File: src/hw/rtl/deq_pkg.sv
// Shared types and constants for the double-ended queue with search.
`default_nettype none

package deq_pkg;

    localparam int VALUE_W  = 32;
    localparam int OPCODE_W = 3;
    localparam int STATUS_W = 2;
    localparam int COUNT_W  = 11;

    typedef enum logic [OPCODE_W-1:0] {
        OP_PUSH_BACK  = 3'd0,
        OP_PUSH_FRONT = 3'd1,
        OP_POP_FRONT  = 3'd2,
        OP_POP_BACK   = 3'd3,
        OP_SEARCH     = 3'd4
    } opcode_t;

    typedef enum logic [STATUS_W-1:0] {
        ST_OK    = 2'd0,
        ST_FULL  = 2'd1,
        ST_EMPTY = 2'd2
    } status_t;

    typedef enum logic [2:0] {
        S_IDLE,
        S_EXEC,
        S_READ,
        S_SCAN,
        S_DONE
    } state_t;

    typedef struct packed {
        logic    take;
        logic    write;
        logic    read;
        logic    pop_capture;
        logic    pop_commit;
        logic    scan_start;
        logic    scan_next;
        logic    set_found;
        logic    set_status;
        status_t status;
        logic    out_load;
    } ctrl_cmd_t;

    typedef struct packed {
        logic [OPCODE_W-1:0] op;
        logic                empty;
        logic                full;
        logic                scan_hit;
        logic                scan_done;
    } dp_stat_t;

endpackage

`default_nettype wire

File: src/hw/rtl/deq_ctrl.sv
// Sequencing state machine for the queue: accept, execute, read, scan, respond.
`default_nettype none

module deq_ctrl
(
    input  wire logic                clk,
    input  wire logic                rst_n,
    input  wire logic                in_valid,
    output logic                     in_ready,
    output logic                     out_valid,
    input  wire logic                out_ready,
    input  wire deq_pkg::dp_stat_t   stat,
    output deq_pkg::ctrl_cmd_t       ctl
);

    deq_pkg::state_t state_reg;
    deq_pkg::state_t state_next;
    logic            out_valid_reg;
    logic            out_valid_next;

    always_ff @(posedge clk or negedge rst_n)
    begin
        if (!rst_n)
        begin
            state_reg     <= deq_pkg::S_IDLE;
            out_valid_reg <= 1'b0;
        end
        else
        begin
            state_reg     <= state_next;
            out_valid_reg <= out_valid_next;
        end
    end

    always_comb
    begin
        ctl        = '0;
        state_next = state_reg;
        case (state_reg)
            deq_pkg::S_IDLE:
            begin
                if (in_valid)
                begin
                    ctl.take   = 1'b1;
                    state_next = deq_pkg::S_EXEC;
                end
            end
            deq_pkg::S_EXEC:
            begin
                state_next = deq_pkg::S_DONE;
                if (stat.op inside {deq_pkg::OP_PUSH_BACK, deq_pkg::OP_PUSH_FRONT})
                begin
                    if (stat.full)
                    begin
                        ctl.set_status = 1'b1;
                        ctl.status     = deq_pkg::ST_FULL;
                    end
                    else
                    begin
                        ctl.write = 1'b1;
                    end
                end
                else if (stat.op inside {deq_pkg::OP_POP_FRONT, deq_pkg::OP_POP_BACK})
                begin
                    if (stat.empty)
                    begin
                        ctl.set_status = 1'b1;
                        ctl.status     = deq_pkg::ST_EMPTY;
                    end
                    else
                    begin
                        ctl.read   = 1'b1;
                        state_next = deq_pkg::S_READ;
                    end
                end
                else if (stat.op == deq_pkg::OP_SEARCH)
                begin
                    if (!stat.empty)
                    begin
                        ctl.read       = 1'b1;
                        ctl.scan_start = 1'b1;
                        state_next     = deq_pkg::S_SCAN;
                    end
                end
            end
            deq_pkg::S_READ:
            begin
                ctl.pop_capture = 1'b1;
                ctl.pop_commit  = 1'b1;
                state_next      = deq_pkg::S_DONE;
            end
            deq_pkg::S_SCAN:
            begin
                ctl.scan_next = 1'b1;
                if (stat.scan_hit)
                begin
                    ctl.set_found = 1'b1;
                    state_next    = deq_pkg::S_DONE;
                end
                else if (stat.scan_done)
                begin
                    state_next = deq_pkg::S_DONE;
                end
            end
            deq_pkg::S_DONE:
            begin
                if (!out_valid_reg || out_ready)
                begin
                    ctl.out_load = 1'b1;
                    state_next   = deq_pkg::S_IDLE;
                end
            end
            default:
            begin
                state_next = deq_pkg::S_IDLE;
            end
        endcase
    end

    always_comb
    begin
        if (ctl.out_load)
        begin
            out_valid_next = 1'b1;
        end
        else if (out_ready)
        begin
            out_valid_next = 1'b0;
        end
        else
        begin
            out_valid_next = out_valid_reg;
        end
    end

    assign in_ready  = (state_reg == deq_pkg::S_IDLE);
    assign out_valid = out_valid_reg;

endmodule

`default_nettype wire

File: config.mk
export PLATFORM = sky130hd
export DESIGN_NAME = deq_ctrl
export DESIGN_NICKNAME = d
export VERILOG_FILES = /design/src/hw/rtl/deq_pkg.sv /design/src/hw/rtl/deq_ctrl.sv
export SDC_FILE = /design/constraint.sdc
export NUM_CORES = 1
export LEC_CHECK = 0
export ABC_AREA = 1
export BUFFER_PORTS_ARGS = -buffer_cell sky130_fd_sc_hd__buf_2
export CORE_AREA = 5 5 42 44
export CTS_BUF_LIST = sky130_fd_sc_hd__clkbuf_4
export DETAILED_ROUTE_END_ITERATION = 7
export DIE_AREA = 0 0 47 49
export HOLD_SLACK_MARGIN = 0.02
export SLEW_MARGIN = 5
export SYNTH_ARGS = -nofsm -noshare
export SYNTH_HDL_FRONTEND = slang
export SYNTH_SLANG_ARGS = --single-unit
File: constraint.sdc
create_clock -name clk -period 1.3 [get_ports clk]
set_input_delay 0.13 -clock clk [delete_from_list [all_inputs] [get_ports clk]]
set_output_delay 0.13 -clock clk [all_outputs]
set_load 0.01 [all_outputs]
* After elaboration in Yosys (flattened, before gate mapping)
Index checks and enable logic that the tools add are counted.
Operators by class: equal/unequal tests 11, muxes and demuxes 34, reduce and logical (&&, ||, !) cells 8
Operator list (count):
- $mux W3 | 14
- $mux W1 | 16
- $pmux W3 S5 | 1
- $eq A3 B2 Y1 const B | 4
- $eq A3 B1 Y1 const B | 2
- $eq A3 B3 Y1 const B | 2
- $logic_not A3 Y1 | 2
- $mux W2 | 3
- $reduce_bool A2 Y1 | 3
- $ne A2 B2 Y1 const B | 2
- $ne A3 B3 Y1 const B | 1
- $reduce_and A3 Y1 | 1
- $logic_not A1 Y1 | 1
- $logic_or A1 B1 Y1 | 1
Word-level totals: word-level logic and storage cells 55, register bits 4, input port bits 11

* Depth between registers and ports, before layout
Gate-level depths: netlist of the first run.
word-level depth 5, depth in mapped cells 7, mapped depth without buffers 7

* Least setup slack after synthesis of the first run
Ideal clock, no wire load.
path type flip-flop to output port, start register state_reg[2], end output ctl[10] (netlist bit), data required time 1170 ps, slack 185 ps, path buffers 0, cell stages (with the launch flop) 4, arrival 985 ps, path through dfrtp_1 -> nor2_1 -> nand2_2 -> nor4_1
RTL lines:
- start, declared | RTL line deq_ctrl.sv:16 | deq_pkg::state_t state_reg;
- start signal, assigned | RTL line deq_ctrl.sv:25 | state_reg <= deq_pkg::S_IDLE;
- start signal, assigned | RTL line deq_ctrl.sv:30 | state_reg <= state_next;
- end, declared | RTL line deq_ctrl.sv:13 | output deq_pkg::ctrl_cmd_t ctl

==> results of run 1 <==
[worst max-delay path, delay by kind of cell, from the launching register on]
kind	cells	cell delay, ns
and+or+nand+nor	2	0.27
DFF	1	0.43
AOI/OAI and AO/OA	1	0.12
buffers and inverters	1	0.14
[power by group through the flow]
stage          clock (W)  combinational, W  sequential, W
2_1_floorplan          0          0.000264       0.000224
3_3_place_gp           0          0.000384       0.000222
3_5_place_dp           0          0.000387       0.000221
4_1_cts         0.000152          0.000421       0.000215
5_1_grt         0.000167          0.000530       0.000232
6_report        0.000148          0.000463       0.000219
[kinds of logic (layout without fill, tap and decap cells)]
group,after synthesis,count (layout),synth area share
buf+inv,11,39,0.1544
simple gates,38,38,0.5073
compound gates,3,3,0.04410
flops,4,4,0.2941
[area by class of cell]
class | instances | area share
multi-input combinational | 41 | 0.3800
timing repair buffer | 28 | 0.2960
sequential | 4 | 0.1888
inverter | 8 | 0.05594
clock buffer | 3 | 0.04196
tap | 16 | 0.03730
[cell usage in the layout, fill, tap and decap left out, drive strengths merged]
master,Yosys,layout
a21oi,2,2
buf,3,27
clkbuf,0,3
dfrtp,4,4
dlygate4sd3,0,1
inv,8,8
nand2,18,18
nand3,3,3
nand3b,2,2
nor2,13,13
nor3b,1,1
nor4,1,1
o21ai,1,1
[layer usage]
metal / share of wire / vias to the layer above
li1: - / 226
met1: 0.37 / 180
met2: 0.51 / 16
met3: 0.12 / 0
met4: 0 / 0
met5: 0 / -
[per-stage QoR]
stage	cells	util	hold slack [ns]	TNS (ns)	area [um2]
final	100	0.3830	0.1744	-0.008902	536.8
after global routing	100	0.3830	0.1971	-0.4858	536.8
after CTS	99	0.3625	0.1786	-0.08192	508.0
after detailed placement	93	0.3268	-0.06254	0	457.9
after global placement	93	0.3268	-0.06346	0	457.9
after floorplan	56	-	-0.1656	0	340.3
[repair_timing]
action                                 in CTS  in global routing
endpoints found under the hold margin       4                  0
pin swaps                                   1                  4
hold buffers                                1                  0
gates resized for setup                     1                  7
buffers inserted                            2                  1
setup endpoints to repair                   4                 10
[worst paths after layout]
kind                               from           end
max                        state_reg[0]        ctl[0]
min                             stat[0]  state_reg[0]
max reg2reg                state_reg[1]  state_reg[2]
min reg2reg                   out_valid     out_valid
max in group asynchronous         rst_n  state_reg[0]
min in group asynchronous         rst_n     out_valid
[Yosys cell counts]
cell and number:
a21oi_1 2, buf_4 3, dfrtp_1 4, inv_1 8
nand2_1 15, nand2_2 3, nand3_1 3, nand3b_1 2
nor2_1 11, nor2_2 2, nor3b_1 1, nor4_1 1
o21ai_0 1
==> qor.csv, run 1 <==
stage,metric,value,unit
outcome,status,finished with violations,
outcome,violations,setup timing,
logic_synthesis,synth_cell_types,13,
timing,slew_viol_final,0,
pwr,total_power,0.0008300,W
cells_and_area,syn_to_final_growth,57.72,%
timing,period_needed,1.308,ns
clock_tree,htreeDepth,1,
pwr,cellLeakagePower,0.3361,nW
worst_setup_path,cp-start-kind,flop,
worst_setup_path,crit_type,flop to output port,
timing,relSlewSlack,0.8844,
routing,routed_via_density,4.220,
clock_tree,clk_path_buf_depth,2,
routing,drc_errors,0,
clock_tree,insertion_delay,0.23,ns
logic_synthesis,ys_seq_area_frac,0.2941,
global_routing,grt_pass1_wl,1.386,mm
die,die_w,47,um
global_routing,use_met1,0.08909,
clock_tree,cts_made_buffers,3,
logic_synthesis,avgSynthCellArea,6.077,um2
routing,ant_nets,0,
cells_and_area,num-fill-cells,172,
timing,setup_ws,-0.008382,ns
logic_synthesis,synth_area_leaders,"dfrtp_1 (29%), nand2_1 (17%), nor2_1 (12%), inv_1 (8.8%), buf_4 (6.6%)",
worst_setup_path,crit_path_max_fanout,4,
global_routing,busiest_layer,met2,
logic_synthesis,syn_inst,56,
clock_tree,path_clk_slew,0.04,ns
clock_tree,cts_tree,done,
timing,hold_viol,0,
die,std_cell_rows,14,
routing,firstDrtPassIters,2,
logic_synthesis,ys_ff_latch,4,
cells_and_area,multiInputGateArea,203.9,um2
routing,drt-total-wl,928,um
worst_hold_path,min_path_cells,4,
cells_and_area,largest_reg_flops,3,
global_routing,grt-ovfl-total,0,
pwr,p_int,0.0004697,W
place,dpl_worst_slack,0.1820,ns
timing,timing.fmax,764.3,MHz
worst_setup_path,reg2regPathDepth,8,
timing,skew,0.0004083,ns
worst_setup_path,slowest_stage,dfrtp_2,
cells_and_area,seqCellArea,101.3,um2
pwr,peakVddDrop,0.0005893,V
logic_synthesis,synth_nets,67,
place,gp_congestion,0.6590,
pwr,clockPowerShare,0.178,
routing,drt_iter0_drc,3,
logic_synthesis,yosysTopAreaCellShare,0.2941,
pwr,power.share.combinational,0.557,
cells_and_area,diodes,0,
logic_synthesis,yosysTopAreaCell,dfrtp_1,
global_routing,use_met3,0.02214,
die,die_area,2303,um2
place,dp_hpwl,719.9,um
die,start_util,0.2429,
worst_setup_path,cp.arrival,1.18,ns
clock_tree,root_buffer,clkbuf_4,
worst_setup_path,crit_path_end_kind,output port,
die,io_pins,25,
worst_setup_path,cp.required,1.17,ns
clock_tree,cts.sinks,4,
routing,wl_per_cell,9.280,um
place,portBuffers,24,
timing,setup_viol,2,
routing,vias,422,
global_routing,grt_usage,0.08133,
cells_and_area,drive_above_1_share,0.5000,
global_routing,antenna_found_initial,0,
logic_synthesis,synth_warnings,0,
timing,worst_slew_pin_slew,0.1720,ns
global_routing,grt_max_degree,8,
global_routing,gr-usage-met2,0.1357,
timing,post-route-period-util,1.006,
worst_hold_path,hp-class,input pin to flop,
cells_and_area,num-nets-final,97,
die,core-area,1401,um2
worst_setup_path,cpPeakStageDelay,0.43,ns
pwr,power_frac_seq,0.264,
pwr,switching_share,0.4342,
worst_setup_path,r2r_slack,0.20,ns
pwr,pwr_density_cell,1546,nW/um2
pwr,p_sw,0.0003604,W
logic_synthesis,syn-cell-area,340.3,um2
global_routing,grt_pass1_vias,370,
worst_setup_path,crit_chain,nor2_2 > nand2_1 > a21oi_1 > buf_2,
job,cap_violations,0,
timing,rsz0062_at_grt,yes,
die,fp.dieH,49,um
No activity file was read; power rests on OpenSTA's default activity.
==> run 2: changes to the inputs <==
--- a/config.mk
+++ b/config.mk
@@ -7,11 +7,12 @@
 export LEC_CHECK = 0
 export ABC_AREA = 1
 export BUFFER_PORTS_ARGS = -buffer_cell sky130_fd_sc_hd__buf_2
-export CORE_AREA = 5 5 42 44
+export CORE_AREA = 3 3 40 42
 export CTS_BUF_LIST = sky130_fd_sc_hd__clkbuf_4
 export DETAILED_ROUTE_END_ITERATION = 7
-export DIE_AREA = 0 0 47 49
+export DIE_AREA = 0 0 43 45
 export HOLD_SLACK_MARGIN = 0.02
+export SETUP_SLACK_MARGIN = 0.15
 export SLEW_MARGIN = 5
 export SYNTH_ARGS = -nofsm -noshare
 export SYNTH_HDL_FRONTEND = slang
==> run 2 against run 1 <==
Against the previous run:
- the run still ends with setup timing left
- sequential cell count stayed put
- clock power rose by 5%
- sequential share of layout area shrank 1.5 points
- die area is 16% lower
- largest cell class unchanged
==> qor.csv, run 2 (same netlist as run 1, synthesis figures left out) <==
stage,metric,value,unit,change
outcome,status,finished with violations,,unchanged
outcome,violations,setup timing,,unchanged
die,io_pins,25,,unchanged
place,dp_hpwl,724.7,um,was 719.9 um
cells_and_area,syn_to_final_growth,69.49,%,was 57.72%
timing,post-route-period-util,1.039,,was 1.006
cells_and_area,stdcell_count,102,,was 100
die,std_cell_rows,13,,was 14
clock_tree,path_clk_slew,0.04,ns,about the same
pwr,peakVddDrop,0.0005238,V,was 0.0005893 V
timing,period_needed,1.351,ns,was 1.308 ns
cells_and_area,largest_reg_flops,3,,unchanged
place,dp.cells,92,,was 93
worst_hold_path,hp-class,input pin to flop,,unchanged
timing,slew_viol_final,0,,unchanged
pwr,p_int,0.0005038,W,was 0.0004697 W
worst_setup_path,cp.required,1.17,ns,about the same
worst_hold_path,min_path_cells,4,,unchanged
place,dpl_worst_slack,0.1651,ns,was 0.1820 ns
clock_tree,clk_path_buf_depth,2,,unchanged
clock_tree,insertion_delay,0.23,ns,about the same
routing,drc_errors,0,,unchanged
place,gp_congestion,0.7337,,was 0.6590
routing,firstDrtPassIters,2,,unchanged
worst_setup_path,cp.arrival,1.22,ns,was 1.18 ns
routing,drt-total-wl,904,um,was 928 um
worst_setup_path,cp-start-kind,flop,,unchanged
routing,wl_per_cell,8.863,um,was 9.280 um
worst_setup_path,rr_endpoint,state_reg[0],,was state_reg[2]
worst_setup_path,reg2regPathDepth,9,,was 8
die,start_util,0.2648,,was 0.2429
pwr,pwr_density_cell,1528,nW/um2,was 1546 nW/um2
global_routing,antenna_found_initial,0,,unchanged
timing,worst_slew_pin_slew,0.1803,ns,was 0.1720 ns
timing,setup_viol,4,,was 2
pwr,switching_share,0.4284,,was 0.4342
timing,skew,0.0007131,ns,was 0.0004083 ns
die,fp.dieH,45,um,was 49 um
worst_hold_path,worstHoldStart,out_ready,,was stat[0]
timing,relSlewSlack,0.8788,,was 0.8844
pwr,cellLeakagePower,0.3673,nW,was 0.3361 nW
cells_and_area,layout_common_cells,"buf_2 (23), nand2_1 (14), nor2_1 (9)",,"was buf_2 (23), nand2_1 (14), nor2_1 (10)"
worst_hold_path,min_to,out_valid,,was state_reg[0]
routing,routed_via_density,4.196,,was 4.220
die,die_area,1935,um2,was 2303 um2
routing,drt_iter0_drc,6,,was 3
timing,rsz0062_at_grt,yes,,unchanged
place,portBuffers,24,,unchanged
cells_and_area,num-nets-final,100,,was 97
die,core-area,1285,um2,was 1401 um2
die,die_w,43,um,was 47 um
cells_and_area,diodes,0,,unchanged
pwr,clockPowerShare,0.176,,was 0.178
job,cap_violations,0,,unchanged
timing,timing.fmax,740.4,MHz,was 764.3 MHz
routing,ant_nets,0,,unchanged
worst_setup_path,crit_path_end_kind,output port,,unchanged
clock_tree,htreeDepth,1,,unchanged
pwr,power_frac_seq,0.246,,was 0.264
global_routing,grt_pass1_vias,386,,was 370
global_routing,grt_max_degree,8,,unchanged
pwr,p_sw,0.0003775,W,was 0.0003604 W
pwr,power.share.combinational,0.578,,was 0.557
global_routing,grt-ovfl-total,0,,unchanged
worst_setup_path,r2r_slack,0.14,ns,was 0.20 ns
global_routing,grt_pass1_wl,1.455,mm,was 1.386 mm
worst_setup_path,crit_path_max_fanout,4,,unchanged
global_routing,grt_usage,0.09925,,was 0.08133
timing,hold_viol,0,,unchanged
cells_and_area,drive_above_1_share,0.4943,,was 0.5000
routing,vias,428,,was 422
clock_tree,cts_made_buffers,3,,unchanged
clock_tree,cts_tree,done,,unchanged
worst_setup_path,crit_type,flop to output port,,unchanged
cells_and_area,layout.cells.most_common,buf_2,,unchanged
clock_tree,root_buffer,clkbuf_4,,unchanged
worst_setup_path,r2r_start,state_reg[1],,unchanged
timing,setup_ws,-0.05054,ns,was -0.008382 ns
clock_tree,cts.sinks,4,,unchanged
timing,fin_hold_ws,0.1946,ns,was 0.1744 ns
==> run 2: critical path, cell delays in order (launching register included) <==
cell and delay, ns:
dfrtp_1 0.40, buf_4 0.13, buf_6 0.09, nand2_4 0.05, nor3b_2 0.16, buf_2 0.15
==> run 2: layout make-up <==
type                       count  area, um2
clock buffer                   3      22.52
fill                         141      708.2
inverter                       8      30.03
multi-input combinational     41      216.5
sequential                     4      100.1
tap                           15      18.77
timing repair buffer          31      188.9
==> run 2: metrics by stage <==
| step | power [W] | TNS, ns | utilization | instance area (um2) |
|---|---|---|---|---|
| 3_5_place_dp | 0.0006045 | 0 | 0.3554 | 456.7 |
| 6_report | 0.0008814 | -0.1332 | 0.4489 | 576.8 |
| 4_1_cts | 0.0007914 | -0.1389 | 0.3963 | 509.2 |
| 3_3_place_gp | 0.0006042 | 0 | 0.3554 | 456.7 |
| 5_1_grt | 0.0009665 | -0.8307 | 0.4489 | 576.8 |
| 2_1_floorplan | 0.0004882 | 0 | - | 340.3 |
==> run 2: per-layer routing <==
| layer | vias to the layer above | GRT usage | wire (um) | share of wire |
|---|---|---|---|---|
| met3 | 0 | 0.02390 | 41 | 0.045 |
| met1 | 187 | 0.1138 | 381 | 0.42 |
| met2 | 9 | 0.1707 | 481 | 0.53 |
| met5 | - | 0 | 0 | 0 |
| met4 | 0 | 0.05422 | 0 | 0 |
| li1 | 232 | - | - | - |
==> run 2: repair_timing <==
action / CTS / global route
setup buffers: 2 / 4
endpoints found under the setup margin: 12 / 15
pin swaps: 2 / 5
hold buffers: 1 / 0
endpoints found under the hold margin: 4 / 0
gates resized for setup: 1 / 9
==> run 2: worst max-delay path by stage <==
stage / slack, ns / to / from / cells after the start
5_1_grt: -0.14 / ctl[10] / state_reg[1] / 4
4_1_cts: -0.06 / ctl[10] / state_reg[1] / 4
2_1_floorplan: 0.18 / ctl[10] / state_reg[2] / 3
6_report: -0.05 / ctl[4] / state_reg[1] / 5
3_5_place_dp: 0.17 / ctl[10] / state_reg[2] / 4
3_3_place_gp: 0.18 / ctl[10] / state_reg[2] / 4
==> run 2: power groups by stage <==
stage	Sequential (W)	Combinational, W	Clock [W]
finish	0.000217	0.000510	0.000155
global route	0.000225	0.000572	0.000169
CTS	0.000213	0.000416	0.000162
detailed placement	0.000221	0.000383	0
global placement	0.000220	0.000384	0
floorplan	0.000224	0.000264	0
